$ cat src/design/tpec_pkg.sv
package tpec_pkg;

    localparam int CHANNELS_DEF    = 8;
    localparam int QUEUE_DEPTH_DEF = 4;
    localparam int MAX_EVENTS      = 3;

    typedef enum logic [2:0] {
        KIND_PRESSED   = 3'd0,
        KIND_SHORT     = 3'd1,
        KIND_LONG      = 3'd2,
        KIND_VERY_LONG = 3'd3,
        KIND_MULTI     = 3'd4
    } kind_t;

    typedef enum logic [2:0] {
        REG_TOUCH_THRESHOLD = 3'd0,
        REG_DEBOUNCE_LIMIT  = 3'd1,
        REG_SHORT_PRESS_MS  = 3'd2,
        REG_LONG_PRESS_MS   = 3'd3,
        REG_VERY_LONG_MS    = 3'd4,
        REG_MULTI_PRESS_MS  = 3'd5
    } reg_idx_t;

    localparam logic [15:0] THRESHOLD_RST  = 16'd90;
    localparam logic [7:0]  DEBOUNCE_RST   = 8'd3;
    localparam logic [15:0] SHORT_RST      = 16'd500;
    localparam logic [15:0] LONG_RST       = 16'd1000;
    localparam logic [15:0] VERY_LONG_RST  = 16'd1500;
    localparam logic [15:0] MULTI_RST      = 16'd300;

    typedef struct packed {
        logic [15:0] touch_threshold;
        logic [7:0]  debounce_limit;
        logic [15:0] short_press_ms;
        logic [15:0] long_press_ms;
        logic [15:0] very_long_press_ms;
        logic [15:0] multi_press_ms;
    } cfg_t;

    typedef struct packed {
        kind_t      kind;
        logic [7:0] value;
    } event_t;

    // All events caused by one sample; count is 1 to 3 for a queued bundle.
    typedef struct packed {
        logic [2:0]           channel;
        logic [1:0]           count;
        event_t [MAX_EVENTS-1:0] ev;
    } bundle_t;

endpackage

$ cat src/design/touch_press_event_classifier.sv
// Touch press event classifier.
// Input stream: one beat per raw touch sample, s_tdata = channel, sample, now_ms.
// Output stream: one beat per event, m_tdata = event_channel, event_kind,
// event_value; m_tlast marks the final event caused by one sample. A sample
// may cause zero to three events; samples on channels at or above CHANNELS
// are taken and dropped without effect.
// Throughput: one sample per cycle on the input while s_tready is high. The
// per-channel state is read and written in the same cycle, so consecutive
// samples on one channel need no spacing. The output side sends one event
// beat per cycle while m_tready is high, so a sample with k events takes k beats.
// With the output side idle, the first event of a sample is written into the
// queue by the accepting edge and then loaded into the output register,
// where it becomes valid.
// The front and the output side are decoupled by a QUEUE_DEPTH-entry queue
// of event bundles; s_tready drops only while that queue is full, which
// happens when the receiver stalls m_tready long enough.
// Reset (aresetn low, synchronous) clears all channel state, empties the
// queue and loads the default configuration. cfg_we writes register cfg_index.
module touch_press_event_classifier #(
    parameter int CHANNELS    = tpec_pkg::CHANNELS_DEF,
    parameter int QUEUE_DEPTH = tpec_pkg::QUEUE_DEPTH_DEF
) (
    input  logic        aclk,
    input  logic        aresetn,
    input  logic        s_tvalid,
    output logic        s_tready,
    input  logic [55:0] s_tdata,   // [2:0] channel, [18:3] sample, [50:19] now_ms
    output logic        m_tvalid,
    input  logic        m_tready,
    output logic [15:0] m_tdata,   // [2:0] event_channel, [5:3] event_kind, [13:6] event_value
    output logic        m_tlast,
    input  logic        cfg_we,
    input  logic [2:0]  cfg_index,
    input  logic [15:0] cfg_wdata
);
    import tpec_pkg::*;

    cfg_t    cfg_reg, cfg_next;
    logic    q_push, q_full, q_pop, q_empty;
    bundle_t push_bundle, pop_bundle;

    always_comb begin
        cfg_next = cfg_reg;
        if (cfg_we) begin
            case (reg_idx_t'(cfg_index))
                REG_TOUCH_THRESHOLD: cfg_next.touch_threshold    = cfg_wdata;
                REG_DEBOUNCE_LIMIT:  cfg_next.debounce_limit     = cfg_wdata[7:0];
                REG_SHORT_PRESS_MS:  cfg_next.short_press_ms     = cfg_wdata;
                REG_LONG_PRESS_MS:   cfg_next.long_press_ms      = cfg_wdata;
                REG_VERY_LONG_MS:    cfg_next.very_long_press_ms = cfg_wdata;
                REG_MULTI_PRESS_MS:  cfg_next.multi_press_ms     = cfg_wdata;
                default:             cfg_next = cfg_reg;
            endcase
        end
    end

    always_ff @(posedge aclk) begin
        if (!aresetn) begin
            cfg_reg <= '{touch_threshold:    THRESHOLD_RST,
                         debounce_limit:     DEBOUNCE_RST,
                         short_press_ms:     SHORT_RST,
                         long_press_ms:      LONG_RST,
                         very_long_press_ms: VERY_LONG_RST,
                         multi_press_ms:     MULTI_RST};
        end else begin
            cfg_reg <= cfg_next;
        end
    end

    tpec_front #(
        .CHANNELS(CHANNELS)
    ) u_front (
        .aclk       (aclk),
        .aresetn    (aresetn),
        .cfg        (cfg_reg),
        .in_valid   (s_tvalid),
        .in_ready   (s_tready),
        .in_channel (s_tdata[2:0]),
        .in_sample  (s_tdata[18:3]),
        .in_now     (s_tdata[50:19]),
        .q_full     (q_full),
        .q_push     (q_push),
        .q_bundle   (push_bundle)
    );

    tpec_queue #(
        .DEPTH(QUEUE_DEPTH)
    ) u_queue (
        .aclk      (aclk),
        .aresetn   (aresetn),
        .push      (q_push),
        .push_data (push_bundle),
        .full      (q_full),
        .pop       (q_pop),
        .pop_data  (pop_bundle),
        .empty     (q_empty)
    );

    tpec_back u_back (
        .aclk     (aclk),
        .aresetn  (aresetn),
        .q_empty  (q_empty),
        .q_data   (pop_bundle),
        .q_pop    (q_pop),
        .m_tvalid (m_tvalid),
        .m_tready (m_tready),
        .m_tdata  (m_tdata),
        .m_tlast  (m_tlast)
    );

endmodule

$ cat src/design/tpec_front.sv
module tpec_front #(
    parameter int CHANNELS = tpec_pkg::CHANNELS_DEF
) (
    input  logic              aclk,
    input  logic              aresetn,
    input  tpec_pkg::cfg_t    cfg,
    input  logic              in_valid,
    output logic              in_ready,
    input  logic [2:0]        in_channel,
    input  logic [15:0]       in_sample,
    input  logic [31:0]       in_now,
    input  logic              q_full,
    output logic              q_push,
    output tpec_pkg::bundle_t q_bundle
);
    import tpec_pkg::*;

    localparam int IDX_W = (CHANNELS > 1) ? $clog2(CHANNELS) : 1;

    logic             pflag_reg  [CHANNELS];
    logic             lflag_reg  [CHANNELS];
    logic             vlflag_reg [CHANNELS];
    logic [7:0]       dcount_reg [CHANNELS];
    logic [7:0]       mcount_reg [CHANNELS];
    logic [31:0]      ptime_reg  [CHANNELS];

    logic [IDX_W+2:0] ch_ext;
    logic [IDX_W-1:0] idx;
    logic             in_range;
    logic             accept;

    logic [7:0]       limit;
    logic [8:0]       cnt_inc;
    logic             touched;
    logic [7:0]       cnt_next;
    logic             was;
    logic             now_p;
    logic [31:0]      elapsed;
    logic [7:0]       mc_inc;

    logic             pf_next;
    logic             lf_next;
    logic             vlf_next;
    logic [7:0]       mc_next;
    logic [31:0]      pt_next;

    event_t           cand   [MAX_EVENTS];
    logic             cand_v [MAX_EVENTS];
    event_t [MAX_EVENTS-1:0] slots;
    logic [1:0]       n_ev;

    assign ch_ext   = {{IDX_W{1'b0}}, in_channel};
    assign idx      = ch_ext[IDX_W-1:0];
    assign in_range = 32'(in_channel) < CHANNELS;
    assign in_ready = !q_full;
    assign accept   = in_valid && in_ready && in_range;

    assign limit   = (cfg.debounce_limit == 8'd0) ? 8'd1 : cfg.debounce_limit;
    assign cnt_inc = {1'b0, dcount_reg[idx]} + 9'd1;
    assign touched = in_sample < cfg.touch_threshold;
    assign elapsed = in_now - ptime_reg[idx];
    assign mc_inc  = (mcount_reg[idx] == 8'hFF) ? 8'hFF : mcount_reg[idx] + 8'd1;

    always_comb begin
        if (touched) begin
            cnt_next = (cnt_inc < {1'b0, limit}) ? cnt_inc[7:0] : limit;
        end else begin
            cnt_next = (dcount_reg[idx] != 8'd0) ? dcount_reg[idx] - 8'd1 : 8'd0;
        end
        was   = pflag_reg[idx];
        now_p = was;
        if (was && cnt_next == 8'd0) begin
            now_p = 1'b0;
        end
        if (!was && cnt_next == limit) begin
            now_p = 1'b1;
        end
    end

    // Candidate events in output order, then packed down to the first slots.
    always_comb begin
        pf_next  = pflag_reg[idx];
        lf_next  = lflag_reg[idx];
        vlf_next = vlflag_reg[idx];
        mc_next  = mcount_reg[idx];
        pt_next  = ptime_reg[idx];
        for (int i = 0; i < MAX_EVENTS; i++) begin
            cand[i]   = '{kind: KIND_PRESSED, value: 8'd0};
            cand_v[i] = 1'b0;
        end
        if (now_p != was) begin
            pf_next  = now_p;
            lf_next  = 1'b0;
            vlf_next = 1'b0;
            if (now_p) begin
                pt_next   = in_now;
                mc_next   = mc_inc;
                cand[0]   = '{kind: KIND_PRESSED, value: 8'd1};
                cand_v[0] = 1'b1;
                cand[1]   = '{kind: KIND_MULTI, value: mc_inc};
                cand_v[1] = 1'b1;
            end else begin
                cand[0]   = '{kind: KIND_SHORT, value: 8'd0};
                cand_v[0] = elapsed < {16'd0, cfg.short_press_ms};
                cand[1]   = '{kind: KIND_PRESSED, value: 8'd0};
                cand_v[1] = 1'b1;
            end
        end else begin
            if (was && !lflag_reg[idx] && elapsed > {16'd0, cfg.long_press_ms}) begin
                lf_next   = 1'b1;
                cand[0]   = '{kind: KIND_LONG, value: 8'd0};
                cand_v[0] = 1'b1;
            end
            if (was && !vlflag_reg[idx] && elapsed > {16'd0, cfg.very_long_press_ms}) begin
                vlf_next  = 1'b1;
                cand[1]   = '{kind: KIND_VERY_LONG, value: 8'd0};
                cand_v[1] = 1'b1;
            end
            if (elapsed > {16'd0, cfg.multi_press_ms} && mcount_reg[idx] != 8'd0) begin
                mc_next   = 8'd0;
                cand[2]   = '{kind: KIND_MULTI, value: 8'd0};
                cand_v[2] = 1'b1;
            end
        end
    end

    always_comb begin
        slots = '0;
        n_ev  = 2'd0;
        for (int i = 0; i < MAX_EVENTS; i++) begin
            if (cand_v[i]) begin
                slots[n_ev] = cand[i];
                n_ev        = n_ev + 2'd1;
            end
        end
    end

    assign q_push   = accept && (n_ev != 2'd0);
    assign q_bundle = '{channel: in_channel, count: n_ev, ev: slots};

    always_ff @(posedge aclk) begin
        if (!aresetn) begin
            for (int i = 0; i < CHANNELS; i++) begin
                pflag_reg[i]  <= 1'b0;
                lflag_reg[i]  <= 1'b0;
                vlflag_reg[i] <= 1'b0;
                dcount_reg[i] <= 8'd0;
                mcount_reg[i] <= 8'd0;
                ptime_reg[i]  <= 32'd0;
            end
        end else if (accept) begin
            pflag_reg[idx]  <= pf_next;
            lflag_reg[idx]  <= lf_next;
            vlflag_reg[idx] <= vlf_next;
            dcount_reg[idx] <= cnt_next;
            mcount_reg[idx] <= mc_next;
            ptime_reg[idx]  <= pt_next;
        end
    end

endmodule

$ cat src/design/tpec_queue.sv
module tpec_queue #(
    parameter int DEPTH = tpec_pkg::QUEUE_DEPTH_DEF
) (
    input  logic              aclk,
    input  logic              aresetn,
    input  logic              push,
    input  tpec_pkg::bundle_t push_data,
    output logic              full,
    input  logic              pop,
    output tpec_pkg::bundle_t pop_data,
    output logic              empty
);
    import tpec_pkg::*;

    localparam int PTR_W = (DEPTH > 1) ? $clog2(DEPTH) : 1;
    localparam int CNT_W = $clog2(DEPTH + 1);

    bundle_t            mem_reg [DEPTH];
    logic [PTR_W-1:0]   wr_ptr_reg, wr_ptr_next;
    logic [PTR_W-1:0]   rd_ptr_reg, rd_ptr_next;
    logic [CNT_W-1:0]   count_reg, count_next;
    logic               do_push, do_pop;

    assign full     = count_reg == CNT_W'(DEPTH);
    assign empty    = count_reg == '0;
    assign do_push  = push && !full;
    assign do_pop   = pop && !empty;
    assign pop_data = mem_reg[rd_ptr_reg];

    always_comb begin
        wr_ptr_next = wr_ptr_reg;
        rd_ptr_next = rd_ptr_reg;
        count_next  = count_reg;
        if (do_push) begin
            wr_ptr_next = (wr_ptr_reg == PTR_W'(DEPTH - 1)) ? '0 : wr_ptr_reg + 1'b1;
        end
        if (do_pop) begin
            rd_ptr_next = (rd_ptr_reg == PTR_W'(DEPTH - 1)) ? '0 : rd_ptr_reg + 1'b1;
        end
        if (do_push && !do_pop) begin
            count_next = count_reg + 1'b1;
        end else if (do_pop && !do_push) begin
            count_next = count_reg - 1'b1;
        end
    end

    always_ff @(posedge aclk) begin
        if (!aresetn) begin
            wr_ptr_reg <= '0;
            rd_ptr_reg <= '0;
            count_reg  <= '0;
        end else begin
            wr_ptr_reg <= wr_ptr_next;
            rd_ptr_reg <= rd_ptr_next;
            count_reg  <= count_next;
        end
    end

    always_ff @(posedge aclk) begin
        if (do_push) begin
            mem_reg[wr_ptr_reg] <= push_data;
        end
    end

endmodule

$ cat src/design/tpec_back.sv
module tpec_back (
    input  logic              aclk,
    input  logic              aresetn,
    input  logic              q_empty,
    input  tpec_pkg::bundle_t q_data,
    output logic              q_pop,
    output logic              m_tvalid,
    input  logic              m_tready,
    output logic [15:0]       m_tdata,
    output logic              m_tlast
);
    import tpec_pkg::*;

    logic        busy_reg, busy_next;
    bundle_t     cur_reg, cur_next;
    logic [1:0]  idx_reg, idx_next;
    logic        take;
    logic        at_last;
    event_t      ev;

    assign ev       = cur_reg.ev[idx_reg];
    assign at_last  = idx_reg == (cur_reg.count - 2'd1);
    assign take     = busy_reg && m_tready;
    assign m_tvalid = busy_reg;
    assign m_tlast  = at_last;
    assign m_tdata  = {2'b00, ev.value, ev.kind, cur_reg.channel};

    // A new bundle loads in the cycle the final beat of the previous one leaves.
    assign q_pop = (!busy_reg || (take && at_last)) && !q_empty;

    always_comb begin
        busy_next = busy_reg;
        cur_next  = cur_reg;
        idx_next  = idx_reg;
        if (q_pop) begin
            busy_next = 1'b1;
            cur_next  = q_data;
            idx_next  = 2'd0;
        end else if (take) begin
            if (at_last) begin
                busy_next = 1'b0;
            end else begin
                idx_next = idx_reg + 2'd1;
            end
        end
    end

    always_ff @(posedge aclk) begin
        if (!aresetn) begin
            busy_reg <= 1'b0;
            idx_reg  <= 2'd0;
        end else begin
            busy_reg <= busy_next;
            idx_reg  <= idx_next;
        end
    end

    always_ff @(posedge aclk) begin
        cur_reg <= cur_next;
    end

endmodule

$ cat config.mk
export PLATFORM = sky130hd
export DESIGN_NAME = touch_press_event_classifier
export DESIGN_NICKNAME = d
export VERILOG_FILES = /design/src/design/tpec_pkg.sv /design/src/design/touch_press_event_classifier.sv /design/src/design/tpec_front.sv /design/src/design/tpec_queue.sv /design/src/design/tpec_back.sv
export SDC_FILE = /design/constraint.sdc
export NUM_CORES = 1
export LEC_CHECK = 0
export ABC_AREA = 1
export BUFFER_PORTS_ARGS = -buffer_cell sky130_fd_sc_hd__buf_2
export CAP_MARGIN = 20
export CELL_PAD_IN_SITES_DETAIL_PLACEMENT = 1
export CELL_PAD_IN_SITES_GLOBAL_PLACEMENT = 1
export CORE_MARGIN = 1.5
export CORE_UTILIZATION = 55
export CTS_BUF_LIST = sky130_fd_sc_hd__clkbuf_4 sky130_fd_sc_hd__clkbuf_8
export DETAILED_ROUTE_END_ITERATION = 12
export PLACE_DENSITY_LB_ADDON = 0.25
export SYNTH_ARGS = -nofsm -noshare
export SYNTH_HDL_FRONTEND = slang
export SYNTH_SLANG_ARGS = --single-unit
$ cat constraint.sdc
create_clock -name aclk -period 21.5 [get_ports aclk]
set_clock_uncertainty 0.15 [all_clocks]
set_input_delay 4.3 -clock aclk [delete_from_list [all_inputs] [get_ports aclk]]
set_output_delay 4.3 -clock aclk [all_outputs]
set_load 0.005 [all_outputs]
# == Yosys cells after proc, flatten, opt, wreduce, memory -nomap -nowiden ==
# Memories as Yosys holds them, arrays and structs flattened. A register that Yosys moved wholly into a read port is not among the register bits.
# Cells that the tools add are included.
# classes
n_addsub,12
bitwise,2
n_reduce_logical,52
order_cmp,11
n_mux,74
n_eq_ne,12
# op_table
op,count
greater-than comparator 32 x 16 -> 1 bit,3
two-way mux 32 bit,3
two-way mux 8 bit,10
bitwise mux 33 bit,2
two-way mux 11 bit,6
two-way mux 33 bit,2
demux 11 bit (select 2 bit),2
less-than comparator 32 x 16 -> 1 bit,1
OR reduction 32 bit,1
subtractor 32 bit,1
two-way mux 1 bit,30
two-way mux 3 bit,8
binary-select mux 11 bit (select 2 bit),1
two-way mux 22 bit,1
two-way mux 10 bit,2
two-way mux 20 bit,1
logical AND 1 bit,18
logical NOT 8 bit,2
less-than comparator 16 bit,1
AND reduction 2 bit,8
nonzero test 8 bit,2
OR reduction 8 bit,2
two-way mux 2 bit,6
"adder 8 x 1 -> 9 bit, second input constant",1
27 further kinds,49
# totals
inputBits,80
ff_bits,98
out_inout_bits,19
n_memories,7
ramBits,560
wordCells,181
# memory_table
name,depth,width,read_ports,rd_clocked_by_memory_dff,write_ports,line_no,text
u_front.ptime_reg,8,32,1,0,8,tpec_front.sv:25,logic [31:0] ptime_reg [CHANNELS];
u_queue.mem_reg,4,38,1,1,1,tpec_queue.sv:18,bundle_t mem_reg [DEPTH];
u_front.dcount_reg,8,8,1,0,8,tpec_front.sv:23,logic [7:0] dcount_reg [CHANNELS];
u_front.mcount_reg,8,8,1,0,8,tpec_front.sv:24,logic [7:0] mcount_reg [CHANNELS];
u_front.lflag_reg,8,1,1,0,8,tpec_front.sv:21,logic lflag_reg [CHANNELS];
u_front.pflag_reg,8,1,1,0,8,tpec_front.sv:20,logic pflag_reg [CHANNELS];
+1 memories,--,--,--,--,--,--,

# == Logic depth before layout (Yosys ltp) ==
# logic_depth
depth_word,23
depth_mapped,58
depth_no_buf,55

# == Cells and area by module ==
# From an unflattened synthesis, not the netlist that was laid out.
# unflattened
hier_cells,3618
area_unflattened_um2,34483.1
# modules_own_cells
mod,seq_area_each_um2,cells_per_inst,area_per_inst_um2,instances
tpec_front,12011.5,2567,23286.1,1
tpec_queue,4744.6,440,6139.6,1
touch_press_event_classifier,1761.7,482,3438.3,1
tpec_back,1201.2,129,1619.1,1

# == Worst setup path before layout ==
# No wires, ideal clock.
# synth_timing
kind,input -> register
from,input s_tdata[0]
to,"memory u_queue.mem_reg[0][0] (netlist bit), enable pin"
t_required_ns,20.939
setup_time_ns,0.411
path_slack_ns,10.362
arrival_time_ns,10.577
path_stages,46
cell_sequence,buf_4 inv_4 buf_4 nand2_1 nand2_1 nand2_1 nand2_1 nand2_1 nand2_1 ha_1 inv_1 nor2_1 nand2_1 nand2_1 inv_1 ha_1 inv_1 o31a_1 (+10 left out) nand4_1 clkbuf_1 nand2_1 inv_1 ha_1 clkbuf_1 nor2_1 nand3_1 a31oi_1 nand3_1 nand3_1 inv_1 ha_1 nand4_1 nand2_1 nand2_1 nand2_1 nor2_1
# synth_via
elab_chain_cells,21
# synth_rtl
item,line_no,text
start: declaration,touch_press_event_classifier.sv:27,"input logic [55:0] s_tdata,"
memory (8 x 8 bit),--,
adder 8 x 1 -> 9 bit,tpec_front.sv:59,"assign cnt_inc = {1'b0, dcount_reg[idx]} + 9'd1;"
less-than comparator 9 x 8 -> 1 bit,tpec_front.sv:66,"cnt_next = (cnt_inc < {1'b0, limit}) ? cnt_inc[7:0] : limit;"
two-way mux 8 bit,tpec_front.sv:66,
two-way mux 8 bit,tpec_front.sv:65,if (touched) begin
logical NOT 8 bit,tpec_front.sv:72,if (was && cnt_next == 8'd0) begin
logical AND 1 bit,tpec_front.sv:72,
two-way mux 1 bit,tpec_front.sv:72,
(+5 left out),--,
two-way mux 2 bit,tpec_front.sv:131,if (cand_v[i]) begin
adder 2 x 1 -> 2 bit,tpec_front.sv:133,n_ev = n_ev + 2'd1;
two-way mux 2 bit *,tpec_front.sv:131,
nonzero test 2 bit *,tpec_front.sv:138,assign q_push = accept && (n_ev != 2'd0);
logical AND 1 bit *,tpec_front.sv:138,
logical AND 1 bit *,tpec_queue.sv:26,assign do_push = push && !full;
two-way mux 1 bit *,tpec_queue.sv:60,if (do_push) begin
two-way mux 1 bit (implied by the code) *,tpec_queue.sv:61,mem_reg[wr_ptr_reg] <= push_data;
end: declaration,tpec_queue.sv:18,
# Mark *: on every way between the ends. The rest lies on a longest branch, timed or not.

# == Final worst setup path ==
# layout_timing
from,input s_tdata[0]
to,register u_queue.count_reg[2]
# layout_via
elab_chain_cells,22
# layout_rtl
item,line_no,text
memory (8 x 8 bit),--,
adder 8 x 1 -> 9 bit,tpec_front.sv:59,
less-than comparator 9 x 8 -> 1 bit,tpec_front.sv:66,
two-way mux 8 bit,tpec_front.sv:66,
two-way mux 8 bit,tpec_front.sv:65,
logical NOT 8 bit,tpec_front.sv:72,
logical AND 1 bit,tpec_front.sv:72,
two-way mux 1 bit,tpec_front.sv:72,
(+7 left out),--,
two-way mux 2 bit *,tpec_front.sv:131,
nonzero test 2 bit *,tpec_front.sv:138,
logical AND 1 bit *,tpec_front.sv:138,
logical AND 1 bit *,tpec_queue.sv:26,
named net u_queue.do_push,tpec_queue.sv:22,"logic do_push, do_pop;"
logical NOT 1 bit,tpec_queue.sv:42,end else if (do_pop && !do_push) begin
logical AND 1 bit,tpec_queue.sv:42,
nonzero test 2 bit (no line),--,
end signal: assignment,tpec_queue.sv:55,count_reg <= count_next;
end: declaration,tpec_queue.sv:21,"logic [CNT_W-1:0] count_reg, count_next;"
# The timed path passes the listed nets; every way through them passes the cells marked *.
# A chain may end at the register's enable or synchronous reset.

==> out/metrics.cfg <==
[routing]
ant_nets=0
drc_errors=0
drt-initial-drc-count=2454
first_pass_iters=5
routedWlPerCell_um=25.3
wirelength_um=108000
via_per_inst=6.16
detailroute.via_count=26310

[power]
p_sw_uw=1090
leakage_uw=0.0142
vdd_ir_drop_max_mv=0.109
p_int_uw=2280
clkPwrFrac_pct=34.0
finalPower_uw=3370
swShare_pct=32.3
p_per_area_nw_per_um2=96.2
power_frac_comb_pct=21.5
seqPwrFrac_pct=44.6

[timing]
tightest_slew_ns=1.03
hold_viol=0
maxSlewHeadroom_pct=31.0
finalHoldWorstSlack_ns=0.307
layout_worst_path_cycle_share_pct=62.7
maxSlewViolCount=0
max_freq_mhz=74.2
fin_crit_ns=13.48
grt_setup_unrepaired=no
finalSetupTns_ns=0
setup_viol_count_final=0

[clock_tree]
numClockSinks=641
cts_tree=yes
cts-buffers-inserted=107
cts_hold_buf=0
clk_latency_ns=0.75
cts_resized=0
htree_levels=3
cts_root_buf=clkbuf_8
cts.path.max_buffers=3
path_clk_slew_ns=0.07
post_cts_buffers=0

[place]
place_inst=4067
hpwl_um=66600
numPortBuffers=91
place.gp.congestion=0.917

[critical_path]
crit_family=simple AND/OR/NAND/NOR gates
path_common_cell=nand2_1
cp-start-kind=primary input
cp_slowest_cell=ha_1
crit_type=primary input to flop
cp_slowest_stage_delay_ns=0.90
crit_path_end_kind=flop
path_buf_inv=11
worst-path-max-fanout=37
rrSetupSlack_ns=12.10
crit_required_ns=22.00
crit_arrival_ns=13.98

[run_status]
outcome=finished, final reports clean

[finish]
fin_nets=3636
final_layout_size_suffix_gt1_share_pct=12.1
syn_to_final_growth_pct=10.8
layout.cells.non_filler=4268
fill_cells=6327
fin_util_pct=61.9
largest_reg_flops=256

[logic_synthesis]
netlist_instances=3305
avgSynthCellArea_um2=9.57
synthFlopType=edfxtp_1
yosysUniqueCellTypes=56
synth_edf_count=519
yosysWarnings=0
mappedNetlistArea_um2=31600
ys_seq_elements=641
async_flop_share_pct=0
ys_seq_area_share_pct=57.0

[global_routing]
grt_pass1_vias=28071
grt_pass1_wl_um=164000
grt_usage_pct=36.4
grt_max_degree=92
antenna_found_initial=2
grt-ovfl-total=0

[floorplan]
die_h_um=243
die_w_um=243
dieArea_um2=59000
initial_core_util_pct=55.9
io_pins=99
core_um2=56600
rows=87

[hold_path]
hold_path.class=flop to flop

[run]
max_cap_violations=0

[routing by layer]
layer | GRT usage [%] | share of wire (%) | vias to the layer above
li1 | - | - | 11573
met1 | 44.4 | 38 | 13137
met2 | 62.7 | 50 | 1311
met3 | 7.28 | 8.6 | 287
met4 | 15.9 | 3.7 | 2
met5 | 0 | 0.012 | -
[worst min-delay path, cell delays in order (launching register included)]
cell and delay, ns:
dfxtp_1 0.29, inv_1 0.06, a21oi_1 0.06
[power groups by stage]
stage	clock network, uW	registers [uW]	logic [uW]
after detailed placement	0	1530	698
after floorplan	0	1510	451
after global placement	0	1510	649
after CTS	1150	1500	715
final	1140	1500	724
after global routing	1200	1510	792
[Yosys cell counts (6+ instances only)]
cell type | instances | share of area (%)
nand2_1 | 594 | 7.0
dfxtp_1 | 122 | 7.7
edfxtp_1 | 519 | 49
nor2_2 | 17 | 0.34
nand2_2 | 6 | 0.12
a22o_1 | 39 | 1.1
a221oi_1 | 35 | 0.97
a21o_1 | 6 | 0.14
nand3_1 | 92 | 1.5
o21ai_0 | 190 | 3.0
o211ai_1 | 29 | 0.69
ha_1 | 134 | 5.3
nor3_1 | 12 | 0.19
nand3_2 | 14 | 0.44
inv_2 | 18 | 0.21
buf_1 | 16 | 0.19
buf_4 | 12 | 0.28
nand4_1 | 58 | 1.1
clkbuf_1 | 101 | 1.2
o22ai_1 | 56 | 1.1
inv_1 | 318 | 3.8
o21bai_1 | 11 | 0.26
o21ai_2 | 20 | 0.55
o21ai_4 | 12 | 0.62
buf_2 | 11 | 0.17
a22oi_1 | 42 | 1.0
nor2_1 | 561 | 6.7
xor2_1 | 20 | 0.55
a21oi_1 | 170 | 2.7
[stage by stage]
step                      setup WS [ns]  cell area [um2]
after floorplan                   10.36            31700
after global placement             8.06            32800
after detailed placement           7.69            32800
after CTS                          8.20            35000
after global routing               7.44            35000
final                              8.02            35000
[area by class of cell]
| class | instances | area [um2] | share of cell area [%] |
|---|---|---|---|
| Clock inverter | 41 | 319 | 0.911 |
| Antenna cell | 2 | 5.00 | 0.0143 |
| Inverter | 340 | 1280 | 3.66 |
| Multi-Input combinational cell | 2208 | 11900 | 33.9 |
| Timing Repair Buffer | 122 | 688 | 1.96 |
| Clock buffer | 158 | 1890 | 5.40 |
| Sequential cell | 641 | 18000 | 51.4 |
| Tap cell | 756 | 946 | 2.70 |
[cell families after synthesis]
family,count (synthesis),synth area share (%)
flip-flops,641,57.0
AO/OA/AOI/OAI,639,12.8
AND/OR/NAND/NOR,1378,18.0
adder cells (fa/ha/maj),136,5.43
other,1,0.0119
XOR/XNOR,25,0.692
buffers and inverters,485,6.08
[final timing paths]
path,endpoint,startpoint,cells after the start
worst min-delay path,cfg_reg[79],cfg_reg[79],2
worst min register to register,cfg_reg[79],cfg_reg[79],2
worst max-delay path,u_queue.count_reg[2],s_tdata[0],49
worst max register to register,u_queue.count_reg[2],u_front.dcount_reg[2][0],45
[cell usage in the layout (no fill, tap or decap), types with 16 or more instances in the layout]
master and count:
a21oi_1 170, a221oi_1 35, a22o_1 39, a22oi_1 42, buf_2 91, buf_4 31
clkbuf_4 45, clkbuf_8 113, clkinv_1 20, conb_1 30, dfxtp_1 122, edfxtp_1 519
ha_1 134, inv_1 318, inv_2 18, nand2_1 578, nand2_2 16, nand3_1 92
nand4_1 58, nor2_1 556, nor2_2 22, o211ai_1 29, o21ai_0 190, o21ai_2 20
o22ai_1 56, xor2_1 20
Power figures use the tool's default switching activity.
